File: src/hw/rtl/dcld_pkg.sv
// Shared types and codes for the discrete command line driver.
// No dependencies; every other file of the block but dcld_ram imports it.
`timescale 1ns / 1ps

package dcld_pkg;

	localparam int DCLD_CMD_DEPTH  = 256;
	localparam int DCLD_PORT_DEPTH = 64;
	localparam int DCLD_LINE_WIDTH = 16;

	localparam logic [1:0] ACT_EXEC      = 2'd0;
	localparam logic [1:0] ACT_LOAD_CMD  = 2'd1;
	localparam logic [1:0] ACT_LOAD_PORT = 2'd2;

	localparam logic [2:0] TYP_STRB   = 3'd0;
	localparam logic [2:0] TYP_STEP   = 3'd1;
	localparam logic [2:0] TYP_SET    = 3'd2;
	localparam logic [2:0] TYP_SELECT = 3'd3;
	localparam logic [2:0] TYP_UNSTRB = 3'd4;
	localparam logic [2:0] TYP_SPARE  = 3'd5;

	localparam logic [1:0] KIND_WRITE  = 2'd0;
	localparam logic [1:0] KIND_STROBE = 2'd1;
	localparam logic [1:0] KIND_WARN   = 2'd2;

	localparam logic [1:0] WARN_NONE    = 2'd0;
	localparam logic [1:0] WARN_SEQ     = 2'd1;
	localparam logic [1:0] WARN_SPARE   = 2'd2;
	localparam logic [1:0] WARN_UNKNOWN = 2'd3;

	typedef enum logic [1:0] {
		ST_IDLE,
		ST_CMD,
		ST_EMIT
	} state_t;

	typedef struct packed {
		logic [2:0]  typ;
		logic [5:0]  port;
		logic [15:0] mask;
		logic [15:0] fixed;
	} cmd_entry_t;

	typedef struct packed {
		logic cmd_wr;
		logic cmd_rd;
		logic port_wr;
		logic port_rd;
	} mem_ctl_t;

endpackage

File: src/hw/rtl/dcld_ctrl.sv
// Sequencer of the line driver: decodes beats, runs the port shadow read-modify-write
// and serialises results. Uses dcld_pkg; drives the two dcld_ram tables.
`timescale 1ns / 1ps

module dcld_ctrl #(
	parameter int CMD_DEPTH  = dcld_pkg::DCLD_CMD_DEPTH,
	parameter int PORT_DEPTH = dcld_pkg::DCLD_PORT_DEPTH,
	parameter int LINE_WIDTH = dcld_pkg::DCLD_LINE_WIDTH,
	parameter int CAW        = (CMD_DEPTH > 1) ? $clog2(CMD_DEPTH) : 1,
	parameter int PAW        = (PORT_DEPTH > 1) ? $clog2(PORT_DEPTH) : 1
) (
	input  logic                     clk,
	input  logic                     arst_n,
	input  logic                     start,
	output logic                     busy,
	input  logic [1:0]               action,
	input  logic [7:0]               entry_index,
	input  logic [15:0]              value,
	input  logic                     first,
	input  logic                     last,
	input  logic                     clear_phase,
	input  logic [2:0]               entry_type,
	input  logic [5:0]               entry_port,
	input  logic [15:0]              entry_mask,
	input  logic [15:0]              entry_fixed_value,
	input  logic [15:0]              port_address,
	output logic                     strobe,
	output logic [1:0]               kind,
	output logic [15:0]              bus_address,
	output logic [15:0]              bus_data,
	output logic                     strobe_level,
	output logic [1:0]               warning_code,
	output logic                     final_res,
	output dcld_pkg::mem_ctl_t       ctl,
	output logic [CAW-1:0]           cmd_addr,
	output dcld_pkg::cmd_entry_t     cmd_wr_data,
	input  dcld_pkg::cmd_entry_t     cmd_rd_data,
	output logic [PAW-1:0]           port_wr_addr,
	output logic [PAW-1:0]           port_rd_addr,
	output logic [16+LINE_WIDTH-1:0] port_wr_data,
	input  logic [16+LINE_WIDTH-1:0] port_rd_data
);

	import dcld_pkg::*;

	localparam logic [LINE_WIDTH-1:0] ONES = {LINE_WIDTH{1'b1}};

	state_t state_q, state_d;

	logic [7:0]  idx_q;
	logic [15:0] val_q;
	logic        first_q, last_q, clr_q;

	logic [2:0]  ptype_q, ptype_d;
	logic        abort_q, abort_d;
	logic [7:0]  strobe_cmd_q, strobe_cmd_d;
	logic [4:0]  pend_q, pend_d;

	logic [1:0]            code_q, code_d;
	logic [PAW-1:0]        port_q;
	logic [LINE_WIDTH-1:0] mask_q, bits_q, shadow_q, shadow_d;

	logic        accept;
	logic        cmd_ok, port_ok, aborted, strobe0, strobe1, dec_warn, dec_w1, dec_w2;
	logic        dec_abort;
	logic [2:0]  ptype;
	logic [1:0]  dec_code;
	cmd_entry_t  ent;
	logic [LINE_WIDTH-1:0] mask_lw, val_lw, dec_mask, dec_bits, cur, nw;
	logic [4:0]  sel, rest;

	logic        strobe_d, out_ld;
	logic [1:0]  kind_d, code_out_d;
	logic [15:0] addr_d, data_d;
	logic        level_d, final_d;

	assign accept = start && !busy;
	assign busy   = (state_q != ST_IDLE);

	assign cmd_addr    = CAW'(entry_index);
	assign cmd_wr_data = '{typ: entry_type, port: entry_port, mask: entry_mask,
	                       fixed: entry_fixed_value};

	// decode of an execute beat once the command entry is back
	always_comb begin
		cmd_ok   = (32'(idx_q) < CMD_DEPTH);
		ent      = cmd_ok ? cmd_rd_data : '0;
		ptype    = first_q ? ent.typ : ptype_q;
		aborted  = first_q ? 1'b0 : abort_q;
		port_ok  = (32'(ent.port) < PORT_DEPTH);
		strobe0  = first_q && (ent.typ == TYP_STRB) && clr_q;
		mask_lw  = LINE_WIDTH'(ent.mask);
		val_lw   = LINE_WIDTH'(val_q);
		dec_w1   = 1'b0;
		dec_w2   = 1'b0;
		dec_warn = strobe0 && (idx_q != strobe_cmd_q);
		dec_code = dec_warn ? WARN_SEQ : WARN_NONE;
		dec_abort = aborted;
		dec_mask = mask_lw;
		dec_bits = '0;
		if (!aborted) begin
			case (ptype)
				TYP_STRB: begin
					dec_w1   = port_ok;
					dec_bits = clr_q ? '0 : ONES;
				end
				TYP_STEP: begin
					dec_w1   = port_ok;
					dec_w2   = port_ok;
					dec_bits = ONES;
				end
				TYP_SET: begin
					dec_w1 = port_ok;
					if (ent.mask != 16'd0) begin
						dec_bits = (val_q != 16'd0) ? ONES : '0;
					end else begin
						dec_mask = val_lw;
						dec_bits = ONES;
					end
				end
				TYP_SELECT: begin
					dec_w1   = port_ok;
					dec_bits = ~val_lw;
				end
				TYP_UNSTRB: begin
					dec_w1   = port_ok;
					dec_bits = LINE_WIDTH'(ent.fixed);
				end
				TYP_SPARE: begin
					dec_abort = 1'b1;
					dec_warn  = 1'b1;
					dec_code  = WARN_SPARE;
				end
				default: begin
					dec_abort = 1'b1;
					dec_warn  = 1'b1;
					dec_code  = WARN_UNKNOWN;
				end
			endcase
		end
		strobe1 = last_q && (ptype == TYP_STRB) && !clr_q;
	end

	// lowest pending result goes first
	always_comb begin
		sel = 5'b00000;
		if (pend_q[0]) begin
			sel = 5'b00001;
		end else if (pend_q[1]) begin
			sel = 5'b00010;
		end else if (pend_q[2]) begin
			sel = 5'b00100;
		end else if (pend_q[3]) begin
			sel = 5'b01000;
		end else if (pend_q[4]) begin
			sel = 5'b10000;
		end
		rest = pend_q & ~sel;
		cur  = sel[3] ? shadow_q : port_rd_data[LINE_WIDTH-1:0];
		nw   = sel[3] ? (cur & ~mask_q) : ((cur & ~mask_q) | (bits_q & mask_q));
	end

	always_comb begin
		state_d      = state_q;
		ptype_d      = ptype_q;
		abort_d      = abort_q;
		strobe_cmd_d = strobe_cmd_q;
		pend_d       = pend_q;
		code_d       = code_q;
		shadow_d     = shadow_q;
		ctl          = '0;
		port_wr_addr = PAW'(entry_index);
		port_rd_addr = PAW'(ent.port);
		port_wr_data = {port_address, LINE_WIDTH'(value)};
		strobe_d     = 1'b0;
		out_ld       = 1'b0;
		kind_d       = KIND_WRITE;
		addr_d       = '0;
		data_d       = '0;
		level_d      = 1'b0;
		code_out_d   = WARN_NONE;
		final_d      = 1'b0;
		case (state_q)
			ST_IDLE: begin
				if (accept) begin
					case (action)
						ACT_EXEC: begin
							ctl.cmd_rd = 1'b1;
							state_d    = ST_CMD;
						end
						ACT_LOAD_CMD: begin
							ctl.cmd_wr = (32'(entry_index) < CMD_DEPTH);
						end
						ACT_LOAD_PORT: begin
							if (32'(entry_index) < PORT_DEPTH) begin
								ctl.port_wr = 1'b1;
								strobe_d    = 1'b1;
								out_ld      = 1'b1;
								addr_d      = port_address;
								data_d      = 16'(LINE_WIDTH'(value));
								final_d     = 1'b1;
							end
						end
						default: begin
						end
					endcase
				end
			end
			ST_CMD: begin
				ctl.port_rd = 1'b1;
				ptype_d     = ptype;
				abort_d     = dec_abort;
				code_d      = dec_code;
				if (first_q && (ent.typ == TYP_STRB) && !clr_q) begin
					strobe_cmd_d = idx_q;
				end
				pend_d  = {strobe1, dec_w2, dec_w1, dec_warn, strobe0};
				state_d = (pend_d == 5'b00000) ? ST_IDLE : ST_EMIT;
			end
			ST_EMIT: begin
				strobe_d     = 1'b1;
				out_ld       = 1'b1;
				final_d      = (rest == 5'b00000);
				pend_d       = rest;
				port_wr_addr = port_q;
				port_wr_data = {port_rd_data[16+LINE_WIDTH-1:LINE_WIDTH], nw};
				if (sel[0] || sel[4]) begin
					kind_d  = KIND_STROBE;
					level_d = sel[4];
				end else if (sel[1]) begin
					kind_d     = KIND_WARN;
					code_out_d = code_q;
				end else begin
					ctl.port_wr = 1'b1;
					shadow_d    = nw;
					addr_d      = port_rd_data[16+LINE_WIDTH-1:LINE_WIDTH];
					data_d      = 16'(nw);
				end
				if (rest == 5'b00000) begin
					state_d = ST_IDLE;
				end
			end
			default: begin
				state_d = ST_IDLE;
			end
		endcase
	end

	always_ff @(posedge clk or negedge arst_n) begin
		if (!arst_n) begin
			state_q      <= ST_IDLE;
			ptype_q      <= TYP_STRB;
			abort_q      <= 1'b0;
			strobe_cmd_q <= '0;
			pend_q       <= '0;
			strobe       <= 1'b0;
		end else begin
			state_q      <= state_d;
			ptype_q      <= ptype_d;
			abort_q      <= abort_d;
			strobe_cmd_q <= strobe_cmd_d;
			pend_q       <= pend_d;
			strobe       <= strobe_d;
		end
	end

	always_ff @(posedge clk) begin
		if (accept) begin
			idx_q   <= entry_index;
			val_q   <= value;
			first_q <= first;
			last_q  <= last;
			clr_q   <= clear_phase;
		end
		if (state_q == ST_CMD) begin
			port_q <= PAW'(ent.port);
			mask_q <= dec_mask;
			bits_q <= dec_bits;
		end
		code_q   <= code_d;
		shadow_q <= shadow_d;
		if (out_ld) begin
			kind         <= kind_d;
			bus_address  <= addr_d;
			bus_data     <= data_d;
			strobe_level <= level_d;
			warning_code <= code_out_d;
			final_res    <= final_d;
		end
	end

`ifndef SYNTHESIS
	a_shadow_write_shown: assert property (@(posedge clk) disable iff (!arst_n)
		ctl.port_wr |=> (strobe && (kind == KIND_WRITE)))
		else $error("port table write without a bus write beat");

	a_burst_continues: assert property (@(posedge clk) disable iff (!arst_n)
		(strobe && !final_res) |=> strobe)
		else $error("result burst broken before its final beat");

	a_burst_ends: assert property (@(posedge clk) disable iff (!arst_n)
		(strobe && final_res) |=> (!strobe || $past(start && !busy)))
		else $error("result beat after final without a new item");

	a_busy_pending: assert property (@(posedge clk) disable iff (!arst_n)
		(pend_q != 5'b00000) |-> busy)
		else $error("results pending while idle");
`endif

endmodule

File: config.mk
export PLATFORM = sky130hd
export DESIGN_NAME = dcld_ctrl
export DESIGN_NICKNAME = d
export VERILOG_FILES = /design/src/hw/rtl/dcld_pkg.sv /design/src/hw/rtl/dcld_ctrl.sv
export SDC_FILE = /design/constraint.sdc
export NUM_CORES = 1
export LEC_CHECK = 0
export BUFFER_PORTS_ARGS = -buffer_cell sky130_fd_sc_hd__buf_2
export CORE_MARGIN = 5
export CORE_UTILIZATION = 38
export DETAILED_ROUTE_END_ITERATION = 12
export GPL_TIMING_DRIVEN = 0
export PLACE_DENSITY = 0.66
export SLEW_MARGIN = 5
export SYNTH_ARGS = -nofsm -noshare
export SYNTH_HDL_FRONTEND = slang
export SYNTH_SLANG_ARGS = --single-unit
File: constraint.sdc
create_clock -name clk -period 7.42 [get_ports clk]
set_input_delay 1.484 -clock clk [delete_from_list [all_inputs] [get_ports clk]]
set_output_delay 1.484 -clock clk [all_outputs]
set_load 0.02 [all_outputs]
### Word-level counts from Yosys, hierarchy flattened

Cells that the tools add are included.
Widths: inputs -> output; s select.

* magnitude comparators: 1
* equality and inequality tests: 13
* multiplexer cells: 62
* bitwise operators: 10
* reduce and logical (&&, ||, !) cells: 27

Operators by type and width (count)
* $mux 16: 18
* $pmux 16 s5: 1
* $pmux 16 s2: 2
* $and 16x16->16: 2
* $mux 32: 1
* $not 16->16: 2
* $reduce_bool 16->1: 2
* $mux 5: 5
* $mux 1: 19
* $or 16x16->16: 1
* $mux 2: 7
* $logic_not 5->1: 2
* $pmux 5 s2: 1
* $lt 8x7->1 const B: 1
* $ne 8x8->1: 1
* $logic_and 1x1->1: 7
* $eq 3x2->1 const B: 2
* $eq 3x3->1 const B: 2
* $logic_not 3->1: 2
* $mux 3: 2
* $mux 6: 1
* $pmux 1 s2: 3
* $pmux 2 s3: 1
* $reduce_and 3->1: 2
* other kinds (17): 26

* register bits after elaboration: 141
* bits of input ports: 162
* output and inout bits: 137
* word-level logic and storage cells: 136

### Longest topological paths before layout

* depth in word-level cells: 12
* mapped depth: 8
* depth with buffers taken out: 6

### Worst setup path after synthesis

No wires, ideal clock.

* path kind: input to output
* start point: input port start
* end point: output port ctl[1] (netlist name)
* arrival: 2.271 ns
* required time: 5.936 ns
* setup slack: 3.665 ns
* stages on the path: 3
* buffers on the path: 0
* path through: nand2_1 nor4_2 or2_2

RTL lines
* start: declaration: RTL line dcld_ctrl.sv:14 `input logic start,`
* end: declaration: RTL line dcld_ctrl.sv:34 `output dcld_pkg::mem_ctl_t ctl,`

==> results.cfg <==
[run_status]
status = complete, no violations

[timing]
min_period_ps = 4610
timing.final.crit_share_pct = 62.2
max_freq_mhz = 217
fin_tns_setup_ps = 0
relSlewSlack_pct = 15.1
fin_ws_ps = 2810
skew_ps = 6.93
drv_slew = 0
rsz0062_at_grt = no
setup_viol = 0
finalHoldViolCount = 0
tightest_slew_ps = 1260

[floorplan]
die_area_um2 = 21300
num_rows = 49
fp.dieW_um = 146
fp.dieH_um = 146
initial_core_util_pct = 38.8
io_pins = 299
core_um2 = 18100

[power_and_ir_drop]
sw_frac_of_total_pct = 32.8
sequentialPowerShare_pct = 38.6
switchingPower_mw = 1.00
pwr-share-comb_pct = 31.5
leakage_nw = 4.06
clkPwrFrac_pct = 29.9
p_per_area_nw_per_um2 = 331
p_int_mw = 2.06
vdd_drop_max_mv = 0.181

[cts]
ctsLongestPathBuffers = 2
post_cts_buffers = 0
cts_buffers = 17
htreeDepth = 4
clkSinkCount = 141
clk_latency_ps = 420
post_cts_resized = 0
root_buffer = clkbuf_16
cts_tree = yes
ctsHoldBuffers = 0
path_clk_slew_ps = 60

[worst_setup_path]
reg2reg_from = state_q[0]$_DFFE_PN0P_
path_max_fanout = 8
critPathRequiredTime_ps = 5940
arrival_ps = 3130
path_class = in -> out
crit_path_end_kind = output port
cp-startpoint = start
crit_path_start_kind = input port

[global_routing]
grt_pass1_wl_um = 30800
overflow = 0
grt_pass1_vias = 5551
track_usage_pct = 18.7
grt_max_degree = 40
antenna_found_initial = 0

[logic_synthesis]
seq_area_frac_synth_pct = 58.9
ys_dominant_reg_cell = edfxtp_1
netlist_instances = 501
synthesis.area_um2 = 7010
synth_edf_count = 121
avgSynthCellArea_um2 = 14.0
synth.distinct_cells = 60
async_flop_share_pct = 14.2
synth-seq-cells = 141
synth_fp_nets = 666
ys_warn_count = 0

[placement]
portBuffers = 257
gp_congestion = 0.815
placed_cells = 988
placed_cell_area_um2 = 8610
pre_cts_ws_ps = 2790
dp_hpwl_um = 15100

[routing]
drc = 0
drt-pass1-iter-count = 4
finalWirelength_um = 20300
avgRoutedWirePerCell_um = 19.9
ant_nets = 0
avgViaCountPerCell = 5.24
initialDrtViolationCount = 184
vias = 5333

[hold_path]
hold_path.class = reg -> reg
min_from = code_q[1]$_SDFFCE_PP0P_

[final_layout]
layout_commonest_cell = buf_2
layout.nets = 943
area_growth_pct = 31.6
mostFrequentLayoutCells = 265 x buf_2, 121 x edfxtp_1, 55 x buf_4, 37 x mux2_2, 20 x dfrtp_1
final_area_um2 = 9230
final_layout_size_suffix_gt1_share_pct = 53.6
stdcell_count = 1018
antennaDiodeCount = 0

[flow_run]
drv_cap = 0
## metal layers
layer | wire, um | share of wire [%] | up-vias | track usage [%]
li1 | - | - | 2479 | -
met3 | 1840 | 9.0 | 26 | 6.14
met5 | 0 | 0 | - | 0
met1 | 8070 | 40 | 2554 | 23.3
met4 | 258 | 1.3 | 0 | 4.51
met2 | 10100 | 50 | 274 | 31.5
## state kept, by name, summed over array words and instances, names as in the netlist, 3 cells and up
| register | flops |
|---|---|
| val_lw | 16 |
| shadow_q | 16 |
| ptype_q | 3 |
| pend_q | 5 |
| port_q | 6 |
| mask_q | 16 |
| bus_address | 16 |
| bus_data | 16 |
| idx_q | 8 |
| bits_q | 16 |
| strobe_cmd_q | 8 |
## final cells by class
cell class                      count  area (um2)
Clock inverter                     13         198
Sequential cell                   141        4130
Tap cell                          229         287
Timing Repair Buffer              258        1310
Fill cell                        1582        8850
Multi-Input combinational cell    272        2300
Inverter                            6        22.5
Clock buffer                       17         425
Buffer                             82         556
## worst max-delay path: stages
cell     delay [ps]
buf_2            90
nand2_1         100
nor4_2         1030
or2_2           250
buf_2           170
## cells in the mapped netlist (all sizes together), types with 2 or more instances
master     n  area share (%)
a211oi     2            0.29
a21boi     2            0.21
a21o      17             1.8
a21oi      6            0.43
a22o      17             2.1
a2bb2oi   16             2.0
a31oi     16             1.4
a32o      16             2.3
a32oi      2            0.25
and2       3            0.27
buf       68             7.2
clkbuf    14            0.75
dfrtp     20             7.1
edfxtp   121              52
ha         3            0.54
inv        6            0.32
mux2      50             8.7
mux2i     19             2.9
nand2      9            0.48
nand3     17             1.2
nand4      2            0.18
nor2       5            0.27
nor2b      2            0.18
nor3       4            0.36
nor3b      2            0.21
nor4      10            0.98
o21ai     22             2.1
o31ai      2            0.21
or2        3            0.27
or4b       2            0.29
xnor2      2            0.25
xor2       6            0.75
## logic make-up (layout without fill, tap and decap cells)
kind of cell,Yosys count,after routing,synth area share [%]
mux,69,69,11.7
compound gates,124,124,13.9
fa+ha+maj,4,4,0.678
xor+xnor,8,8,0.999
buf+inv,88,376,8.24
simple gates,67,67,5.57
flops,141,141,58.9
## power groups by stage
| stage | Combinational [mW] | Sequential, mW | Clock, mW |
|---|---|---|---|
| floorplan | 0.617 | 1.21 | 0 |
| global placement | 0.958 | 1.19 | 0 |
| detailed placement | 0.974 | 1.20 | 0 |
| global route | 1.04 | 1.20 | 0.974 |
| CTS | 0.978 | 1.18 | 0.936 |
| finish | 0.962 | 1.18 | 0.915 |
## worst paths after layout
kind                                                 end  slack (ps)  depth (start not counted)
max                                               ctl[1]        2810                          5
min                        warning_code[1]$_SDFFCE_PP0P_         520                          1
max reg2reg                        bus_data[3]$_DFFE_PP_        3790                          6
min reg2reg                warning_code[1]$_SDFFCE_PP0P_         520                          1
max in group asynchronous         ptype_q[2]$_DFFE_PN0P_        6070                          1
min in group asynchronous          pend_q[3]$_DFFE_PN0P_        1020                          1
## stage by stage
| stage | utilization (%) | power, mW | hold slack [ps] |
|---|---|---|---|
| 2_1_floorplan | - | 1.83 | 473 |
| 3_3_place_gp | 47.5 | 2.15 | 484 |
| 3_5_place_dp | 47.6 | 2.17 | 494 |
| 4_1_cts | 51.0 | 3.10 | 516 |
| 5_1_grt | 51.0 | 3.21 | 533 |
| 6_report | 51.0 | 3.06 | 522 |
Power figures use the tool's default switching activity.
