### src/hw/rtl/dcld_ram.sv
// Single-port-write, single-port-read synchronous table with a registered read.
// Depends on nothing but its parameters.
`timescale 1ns / 1ps

module dcld_ram #(
	parameter int WIDTH = 8,
	parameter int DEPTH = 2,
	parameter int AW    = (DEPTH > 1) ? $clog2(DEPTH) : 1
) (
	input  logic             clk,
	input  logic             wr_en,
	input  logic [AW-1:0]    wr_addr,
	input  logic [WIDTH-1:0] wr_data,
	input  logic             rd_en,
	input  logic [AW-1:0]    rd_addr,
	output logic [WIDTH-1:0] rd_data
);

	logic [WIDTH-1:0] mem [DEPTH];

	always_ff @(posedge clk) begin
		if (wr_en) begin
			mem[wr_addr] <= wr_data;
		end
	end

	always_ff @(posedge clk) begin
		if (rd_en) begin
			rd_data <= mem[rd_addr];
		end
	end

endmodule

### config.mk
export PLATFORM = sky130hd
export DESIGN_NAME = dcld_ram
export DESIGN_NICKNAME = d
export VERILOG_FILES = /design/src/hw/rtl/dcld_ram.sv
export SDC_FILE = /design/constraint.sdc
export NUM_CORES = 1
export LEC_CHECK = 0
export BUFFER_PORTS_ARGS = -buffer_cell sky130_fd_sc_hd__buf_4
export CAP_MARGIN = 20
export CORE_AREA = 2 2 46 48
export DETAILED_ROUTE_END_ITERATION = 7
export DIE_AREA = 0 0 48 50
export PLACE_DENSITY = 0.7
export SLEW_MARGIN = 40
export SYNTH_ARGS = -nofsm -noshare
export SYNTH_HDL_FRONTEND = slang
export SYNTH_SLANG_ARGS = --single-unit
### constraint.sdc
create_clock -name clk -period 1.1 [get_ports clk]
set_input_delay 0.22 -clock clk [delete_from_list [all_inputs] [get_ports clk]]
set_output_delay 0.22 -clock clk [all_outputs]
set_load 0.02 [all_outputs]
---- Word level (Yosys, flattened, before mapping) ----
Memories as Yosys holds them, arrays and structs flattened. A register that Yosys moved wholly into a read port is not among the register bits.
Index checks and enable logic that the tools add are counted.
operators by class
  add/subtract/negate cells ............... 0
  multipliers ............................. 0
  divide/modulo/power cells ............... 0
  order comparisons ....................... 0
  eq/ne operators ......................... 0
  shifts and indexed selects .............. 0
  mux-type cells .......................... 2
  bitwise operators ....................... 0
  reduce and logical (&&, ||, !) cells .... 0
operators with widths
  kind              count
  2-to-1 mux 1 bit  2
storage, ports and cells
  register bits after elaboration ......... 0
  bits in latches ......................... 0
  RAM bits ................................ 16
  bits in read-only memories .............. 0
  input bits .............................. 13
  memories ................................ 1
memory list
  name  words  bits a word  rd ports  clocked after Yosys merged registers in  write ports  RTL line  RTL
  mem   2      8            1         1                                        1            19        logic [WIDTH-1:0] mem [DEPTH];

---- Longest topological paths before layout ----
Gate-level depths: netlist of the first run.
  depth after elaboration ................. 2
  mapped depth ............................ 2
  depth with buffers taken out ............ 1

---- Worst setup path before layout of the first run ----
OpenSTA, ideal clock, no wires.
  kind .................................... input -> register
  from .................................... in wr_en
  to ...................................... mem mem[0][0] (enable)
  data arrival time ....................... 0.640 ns
  data required time ...................... 0.727 ns
  setup slack ............................. 0.087 ns
  stages .................................. 1
  cell sequence ........................... nor2b_1
on the way
  word-level cells in the longest chain between the ends .. 2
ends and longest elaborated chain
  element                                 RTL line  RTL
  start: declaration                      11        input logic wr_en,
  2-to-1 mux 1 bit                        22        if (wr_en) begin
  2-to-1 mux 1 bit (implied by the code)  23        mem[wr_addr] <= wr_data;
  end: declaration                        19
No other way between the ends.

---- Worst setup path after layout of the first run ----
  from .................................... reg rd_data[1] (read register of mem)
  to ...................................... out rd_data[1]
RTL lines
  element             RTL line  RTL
  start: declaration  16        output logic [WIDTH-1:0] rd_data
No word-level cell between the ends.

==> results of run 1 <==
==> cells by family (layout without fill, tap and decap cells) <==
| logic type | after synthesis | count (layout) |
|---|---|---|
| flip-flops | 24 | 24 |
| multiplexers | 8 | 8 |
| AND/OR/NAND/NOR | 2 | 2 |
| buffers and inverters | 1 | 25 |
==> power by group <==
group,switching (W),internal [W]
Combinational,0.0000713,0.000108
Sequential,0.0000200,0.00108
Clock,0.000245,0.000368
==> Yosys cell counts <==
cell / number
buf_6: 1
and2_1: 1
edfxtp_1: 24
mux2_4: 8
nor2b_1: 1
==> sequential cells by signal, summed over array words and instances, names as in the netlist <==
register	count
rd_data	8
mem	16
==> layout by cell type (no fill, tap or decap) <==
cell / synthesis / routed
bufinv_16: 0 / 1
and2_1: 1 / 1
clkbuf_4: 0 / 3
buf_4: 0 / 13
edfxtp_1: 24 / 24
buf_6: 1 / 8
nor2b_1: 1 / 1
mux2_4: 8 / 8
==> per-stage QoR <==
step | area, um^2 | total power [W] | utilization, % | std cells
5_1_grt | 1130 | 0.00195 | 59.3 | 86
3_5_place_dp | 1040 | 0.00129 | 54.9 | 82
2_1_floorplan | 865 | 0.00120 | - | 35
4_1_cts | 1100 | 0.00189 | 57.7 | 86
6_report | 1130 | 0.00189 | 59.3 | 86
3_3_place_gp | 1040 | 0.00128 | 54.9 | 82
==> final timing paths <==
check	cells past startpoint	endpoint	slack [ns]
worst max-delay path	1	rd_data[1]	0.02
worst min-delay path	1	mem[1][2]	0.08
worst max register to register	1	rd_data[0]	0.20
worst min register to register	1	rd_data[6]	0.56
==> routing by layer <==
metal	global-route usage, %	vias to the layer above
met2	16.9	17
met5	0	-
met1	9.58	178
met4	6.76	0
met3	3.30	4
li1	-	185
==> layout make-up <==
type / count / area [um^2]
Clock inverter: 1 / 30.0
Clock buffer: 3 / 22.5
Tap cell: 27 / 33.8
Fill cell: 144 / 774
Timing Repair Buffer: 21 / 188
Sequential cell: 24 / 721
Multi-Input combinational cell: 10 / 133
==> results.sh, run 1 <==
export IMPL_p_leak_nw=0.438
export IMPL_routed_wl_met2_um=606
export IMPL_wl_per_cell_um=11.8
export IMPL_drv_slew=0
export IMPL_antenna_found_initial=0
export IMPL_muxShareOfSynthArea_pct=13.9
export IMPL_synthToLayoutAreaGrowth_pct=30.4
export IMPL_gp_congestion=0.642
export IMPL_insertion_delay_ns=0.31
export IMPL_crit_path_start_kind="flop"
export IMPL_hold_class="in2reg"
export IMPL_power_density_mw_per_mm2=1680
export IMPL_tightest_slew_ns=0.362
export IMPL_die_w_um=48
export IMPL_peakVddDrop_uv=769
export IMPL_wl_met3_um=55
export IMPL_synth_area_top_cells="edfxtp_1 83%, mux2_4 14%, buf_6 1.3%"
export IMPL_place_ws_ns=0.0954
export IMPL_crit_slowest_cell="edfxtp_1"
export IMPL_grt_pass1_vias=380
export IMPL_r2r_start="mem[0][0]"
export IMPL_clkTransAtPathRegs_ns=0.12
export IMPL_setup_viol=0
export IMPL_synth_top_family_by_area="multiplexers"
export IMPL_clkSinkCount=24
export IMPL_drive_gt1_share_pct=55.9
export IMPL_grt_util_all_layers_pct=10.0
export IMPL_h_tree_depth=1
export IMPL_port_buffers=20
export IMPL_grt_max_degree=15
export IMPL_cp_top_family="flip-flops"
export IMPL_synth_seq_area_share_pct=83.4
export IMPL_n_antenna_cell=0
export IMPL_critPathArrivalTime_ns=0.86
export IMPL_syn_nets=48
export IMPL_clockRootBuffer="clkbuf_4"
export IMPL_rsz0062_at_grt="yes"
export IMPL_netlist_area_um2=865
export IMPL_max_stage_delay_ns=0.41
export IMPL_post_route_period_util_pct=98.3
export IMPL_syn_inst=35
export IMPL_yosysTopAreaCell="edfxtp_1"
export IMPL_crit_start="rd_data[1]"
export IMPL_die_area_mm2=0.00240
export IMPL_wl_met1_um=339
export IMPL_vias=384
export IMPL_whs_ns=0.0846
export IMPL_synth_xor_area_share_pct=0
export IMPL_fmax_ghz=0.925
export IMPL_synth_compound_area_share_pct=0
export IMPL_relSlewSlack_pct=75.8
export IMPL_min_from="wr_data[2]"
export IMPL_highest_layer="met4"
export IMPL_core_area_mm2=0.00190
export IMPL_yosysWarningCount=0
export IMPL_cts_resized=0
export IMPL_synth_distinct_cells=5
export IMPL_layout_nets=73
export IMPL_via_per_inst=4.47
export IMPL_fin_skew_ns=0.00255
export IMPL_cts_hold_buf=0
export IMPL_gr_total_overflow=0
export IMPL_critical_path_buf_inv_count=1
export IMPL_synthAdderAreaFrac_pct=0
export IMPL_first_pass_iters=2
export IMPL_drt_iter0_drc=6
export IMPL_die_h_um=50
export IMPL_path_max_fanout=1
export IMPL_cts_inserted_buffers=3
export IMPL_worst_setup_path_type="reg2out"
export IMPL_drc=0
export IMPL_rows=16
export IMPL_maxCapViolCount=0
export IMPL_cts_tree="built"
export IMPL_grt_pass1_wl_um=1590
export IMPL_cp_end_kind="primary output"
export IMPL_synth_top_cell_area_share_pct=83.4
export IMPL_setup_tns_ns=0
export IMPL_status="complete, no violations"
export IMPL_initial_core_util_pct=45.5
export IMPL_crit_required_ns=0.88
export IMPL_ys_seq_elements=24
export IMPL_syn_area_per_cell_um2=24.7
export IMPL_worst_slack_ns=0.0189
export IMPL_wl_um=1020
export IMPL_fin_crit_ns=1.08
export IMPL_finalHoldViolCount=0
export IMPL_clk_path_buf_depth=2
export IMPL_path_cells="buf_6"
export IMPL_cts_setup_buffers=0
export IMPL_io_pins=21
export IMPL_ant_nets=0
export IMPL_synth_simple_area_share_pct=1.45
(Power assumes the default switching activity.)
==> run 2: changes to the inputs <==
--- a/config.mk
+++ b/config.mk
@@ -11,6 +11,7 @@
 export DETAILED_ROUTE_END_ITERATION = 7
 export DIE_AREA = 0 0 48 50
 export PLACE_DENSITY = 0.7
+export SETUP_SLACK_MARGIN = 0.1
 export SLEW_MARGIN = 40
 export SYNTH_ARGS = -nofsm -noshare
 export SYNTH_HDL_FRONTEND = slang
==> results.sh, run 2 (synthesis gave the netlist of run 1 again) <==
export IMPL_maxCapViolCount=0
export IMPL_setup_tns_ns=0
export IMPL_r2r_start="mem[0][6]"
export IMPL_io_pins=21
export IMPL_dpl_cell_count=81
export IMPL_grt_max_degree=13
export IMPL_cp_top_family="flip-flops"
export IMPL_clkTransAtPathRegs_ns=0.11
export IMPL_max_stage_delay_ns=0.41
export IMPL_synthToLayoutAreaGrowth_pct=26.3
export IMPL_first_pass_iters=2
export IMPL_cts_tree="built"
export IMPL_cts_inserted_buffers=3
export IMPL_reg_top3="mem (16), rd_data (8)"
export IMPL_hold_end="mem[0][4]"
export IMPL_min_path_cells=1
export IMPL_crit_path_start_kind="flop"
export IMPL_final_util_pct=57.4
export IMPL_r2r_cells=1
export IMPL_antenna_found_initial=0
export IMPL_insertion_delay_ns=0.30
export IMPL_path_cells="buf_6"
export IMPL_path_max_fanout=1
export IMPL_grt_util_all_layers_pct=11.9
export IMPL_cts_hold_buf=0
export IMPL_clkSinkCount=24
export IMPL_r2r_end="rd_data[6]"
export IMPL_placed_cell_area_mm2=0.00104
export IMPL_layout_nets=72
export IMPL_grt_pass1_wl_um=1750
export IMPL_fin_crit_ns=1.07
export IMPL_critical_path_buf_inv_count=1
export IMPL_die_w_um=48
export IMPL_drt_iter0_drc=1
export IMPL_peakVddDrop_uv=1050
export IMPL_crit_slowest_cell="edfxtp_1"
export IMPL_status="complete, no violations"
export IMPL_cts_setup_buffers=0
export IMPL_port_buffers=20
export IMPL_drc=0
export IMPL_hold_class="in2reg"
export IMPL_fin_cells=84
export IMPL_finalHoldViolCount=0
export IMPL_post_route_period_util_pct=97.1
export IMPL_clockRootBuffer="clkbuf_4"
export IMPL_drive_gt1_share_pct=56.1
export IMPL_gp_congestion=0.709
export IMPL_grt_pass1_vias=387
export IMPL_rows=16
export IMPL_relSlewSlack_pct=72.2
export IMPL_power_density_mw_per_mm2=1490
export IMPL_p_leak_nw=0.420
export IMPL_cp_end_kind="primary output"
export IMPL_wl_per_cell_um=13.9
export IMPL_clk_path_buf_depth=2
export IMPL_min_from="wr_data[4]"
export IMPL_tightest_slew_ns=0.415
export IMPL_drv_slew=0
export IMPL_largest_register_ffs=16
export IMPL_core_area_mm2=0.00190
export IMPL_fin_skew_ns=0.000480
export IMPL_worst_setup_path_type="reg2out"
export IMPL_n_antenna_cell=0
export IMPL_vias=382
export IMPL_rsz0062_at_grt="yes"
export IMPL_fmax_ghz=0.936
export IMPL_setup_viol=0
export IMPL_layout_common_cells="24 x edfxtp_1, 12 x buf_4, 8 x mux2_4, 8 x buf_6, 3 x clkbuf_4"
export IMPL_critPathArrivalTime_ns=0.85
export IMPL_h_tree_depth=1
export IMPL_cts_resized=6
export IMPL_design_area_mm2=0.00109
export IMPL_top_register="mem"
export IMPL_die_area_mm2=0.00240
export IMPL_regToRegSetupSlack_ns=0.18
export IMPL_crit_required_ns=0.88
export IMPL_wl_um=1170
export IMPL_via_per_inst=4.55
export IMPL_ant_nets=0
export IMPL_die_h_um=50
export IMPL_initial_core_util_pct=45.5
export IMPL_gr_total_overflow=0
export IMPL_final_common_cell="edfxtp_1"
## run 2: cell types whose count changed in the layout (fill, tap and decap cells not counted), sizes merged
cell,delta
bufinv,-1
buf,-1
## run 2: area by class of cell
class / instances / area, um^2
tap: 27 / 33.8
sequential: 24 / 721
multi-input combinational: 10 / 135
timing repair buffer: 20 / 180
fill: 153 / 810
clock buffer: 3 / 22.5
## run 2: worst max-delay path by stage
stage,from,endpoint,slack (ns),cells after the start
6_report,rd_data[3],rd_data[3],0.03,1
5_1_grt,rd_data[3],rd_data[3],-0.03,1
3_5_place_dp,wr_addr,mem[0][3],0.05,2
4_1_cts,rd_data[3],rd_data[3],0.01,1
3_3_place_gp,wr_addr,mem[0][1],0.10,2
2_1_floorplan,rd_addr,rd_data[0],0.20,2
## run 2: routing by layer
metal / up-vias / wire length, um / global-route usage (%)
met5: - / 0 / 0
met4: 0 / 59 / 13.5
met2: 16 / 634 / 17.3
li1: 183 / - / -
met1: 179 / 445 / 12.7
met3: 4 / 30 / 2.20
## run 2: per-stage QoR
| stage | power (W) | hold slack [ns] | worst slack, ns |
|---|---|---|---|
| floorplan | 0.00121 | 0.319 | 0.204 |
| global placement | 0.00128 | 0.411 | 0.101 |
| detailed placement | 0.00129 | 0.409 | 0.0506 |
| CTS | 0.00165 | 0.0851 | 0.0119 |
| global route | 0.00170 | 0.0757 | -0.0257 |
| finish | 0.00163 | 0.0975 | 0.0314 |
## run 2: power breakdown
| group | switching, W | leakage, nW | internal, W |
|---|---|---|---|
| clock network | 0.000223 | 0.0138 | 0.000128 |
| logic | 0.0000740 | 0.178 | 0.000106 |
| registers | 0.0000205 | 0.228 | 0.00108 |
==> run 3: changes to the inputs <==
--- a/config.mk
+++ b/config.mk
@@ -8,9 +8,11 @@
 export BUFFER_PORTS_ARGS = -buffer_cell sky130_fd_sc_hd__buf_4
 export CAP_MARGIN = 20
 export CORE_AREA = 2 2 46 48
+export CTS_CLUSTER_SIZE = 8
 export DETAILED_ROUTE_END_ITERATION = 7
 export DIE_AREA = 0 0 48 50
-export PLACE_DENSITY = 0.7
+export GPL_ROUTABILITY_DRIVEN = 0
+export PLACE_DENSITY_LB_ADDON = 0.3
 export SETUP_SLACK_MARGIN = 0.1
 export SLEW_MARGIN = 40
 export SYNTH_ARGS = -nofsm -noshare
==> results.sh, run 3 (synthesis gave the netlist of run 1 again) <==
export IMPL_layout_nets=73
export IMPL_h_tree_depth=1
export IMPL_peakVddDrop_uv=799
export IMPL_status="complete, no violations"
export IMPL_grt_util_all_layers_pct=9.74
export IMPL_core_area_mm2=0.00190
export IMPL_relSlewSlack_pct=76.2
export IMPL_finalHoldViolCount=0
export IMPL_gr_total_overflow=0
export IMPL_multiInputGateArea_um2=135
export IMPL_die_area_mm2=0.00240
export IMPL_maxCapViolCount=0
export IMPL_clockRootBuffer="clkbuf_4"
export IMPL_reg_top3="mem (16), rd_data (8)"
export IMPL_seqCellArea_um2=721
export IMPL_synthToLayoutAreaGrowth_pct=27.2
export IMPL_max_stage_delay_ns=0.40
export IMPL_largest_register_ffs=16
export IMPL_drive_gt1_share_pct=56.9
export IMPL_post_route_period_util_pct=96.3
export IMPL_p_leak_nw=0.425
export IMPL_final_common_cell="edfxtp_1"
export IMPL_io_pins=21
export IMPL_ant_nets=0
export IMPL_grt_max_degree=13
export IMPL_insertion_delay_ns=0.29
export IMPL_rows=16
export IMPL_top_register="mem"
export IMPL_fin_cells=85
export IMPL_die_h_um=50
export IMPL_power_share_clock_pct=21.2
export IMPL_clkSinkCount=24
export IMPL_netSwitchingPower_w=0.000309
export IMPL_fillers=154
export IMPL_internal_power_w=0.00132
export IMPL_critPathArrivalTime_ns=0.84
export IMPL_tightest_slew_ns=0.357
export IMPL_antenna_found_initial=0
export IMPL_n_antenna_cell=0
export IMPL_seq_power_share_pct=67.7
export IMPL_fin_crit_ns=1.06
export IMPL_cts_hold_buf=0
export IMPL_dpl_cell_count=82
export IMPL_via_per_inst=4.39
export IMPL_rsz0062_at_grt="yes"
export IMPL_cts_setup_buffers=0
export IMPL_p_sw_share_pct=19.0
export IMPL_vias=373
export IMPL_port_buffers=20
export IMPL_first_pass_iters=2
export IMPL_worst_setup_path_type="reg2out"
export IMPL_cts_tree="built"
export IMPL_clk_path_buf_depth=2
export IMPL_path_cells="buf_6"
export IMPL_wl_per_cell_um=12.1
export IMPL_critical_path_buf_inv_count=1
export IMPL_cp_top_family="flip-flops"
export IMPL_wl_um=1030
export IMPL_grt_pass1_wl_um=1610
export IMPL_grt_pass1_vias=379
export IMPL_crit_slowest_cell="edfxtp_1"
export IMPL_fmax_ghz=0.944
export IMPL_clkTransAtPathRegs_ns=0.11
export IMPL_path_max_fanout=1
export IMPL_hold_class="in2reg"
export IMPL_fin_skew_ns=0.00411
export IMPL_crit_path_start_kind="flop"
export IMPL_setup_viol=0
export IMPL_pwr_share_comb_pct=11.2
export IMPL_initial_core_util_pct=45.5
export IMPL_power_density_mw_per_mm2=1480
export IMPL_design_area_mm2=0.00110
export IMPL_placed_cell_area_mm2=0.00105
export IMPL_cts_inserted_buffers=3
export IMPL_drv_slew=0
export IMPL_drc=0
export IMPL_cp_end_kind="primary output"
export IMPL_layout_common_cells="24 x edfxtp_1, 13 x buf_4, 8 x mux2_4, 8 x buf_6, 3 x clkbuf_4"
export IMPL_drt_iter0_drc=5
export IMPL_die_w_um=48
export IMPL_crit_required_ns=0.88
==> run 3: cell count changes in the layout (fill, tap and decap cells not counted) <==
cell / delta
buf_4: +1
==> run 3: cell type report <==
class | count | area share, %
timing repair buffer | 21 | 17.1
sequential | 24 | 65.5
tap | 27 | 3.07
clock buffer | 3 | 2.05
multi-input combinational | 10 | 12.3
==> run 3: per-stage QoR <==
step / hold WS [ns] / setup slack (ns) / util [%] / total power, W / setup TNS (ns)
finish: 0.103 / 0.0411 / 57.8 / 0.00162 / 0
global route: 0.0811 / -0.0130 / 57.8 / 0.00170 / -0.0411
CTS: 0.0961 / 0.0320 / 57.2 / 0.00164 / 0
detailed placement: 0.410 / 0.0956 / 55.1 / 0.00129 / 0
global placement: 0.407 / 0.135 / 55.1 / 0.00128 / 0
floorplan: 0.319 / 0.204 / - / 0.00121 / 0
==> run 3: worst paths after layout <==
check / cells after the start / slack, ns / endpoint / start
worst min-delay path: 1 / 0.10 / mem[0][5] / wr_data[5]
worst min register to register: 1 / 0.56 / rd_data[2] / mem[0][2]
worst max register to register: 1 / 0.21 / rd_data[0] / mem[0][0]
worst max-delay path: 1 / 0.04 / rd_data[5] / rd_data[5]
==> run 3: routing by layer <==
layer  GRT usage (%)  vias to the layer above  routed length, um
li1                -                      184                  -
met5               0                        -                  0
met3            2.20                        0                 57
met2            16.2                       16                559
met4            4.05                        0                  0
met1            11.6                      173                412
==> run 3: timing repair <==
item	in CTS	in global routing
gates resized for setup	5	3
cloned	0	0
setup endpoints to repair	8	8
pin swaps	0	0
==> run 3: power by group through the flow <==
stage	registers (W)	clock network, W	logic (W)
after floorplan	0.00114	0	0.0000631
after global placement	0.00112	0	0.000168
after detailed placement	0.00112	0	0.000172
after CTS	0.00110	0.000358	0.000179
after global routing	0.00111	0.000400	0.000198
final	0.00110	0.000344	0.000182
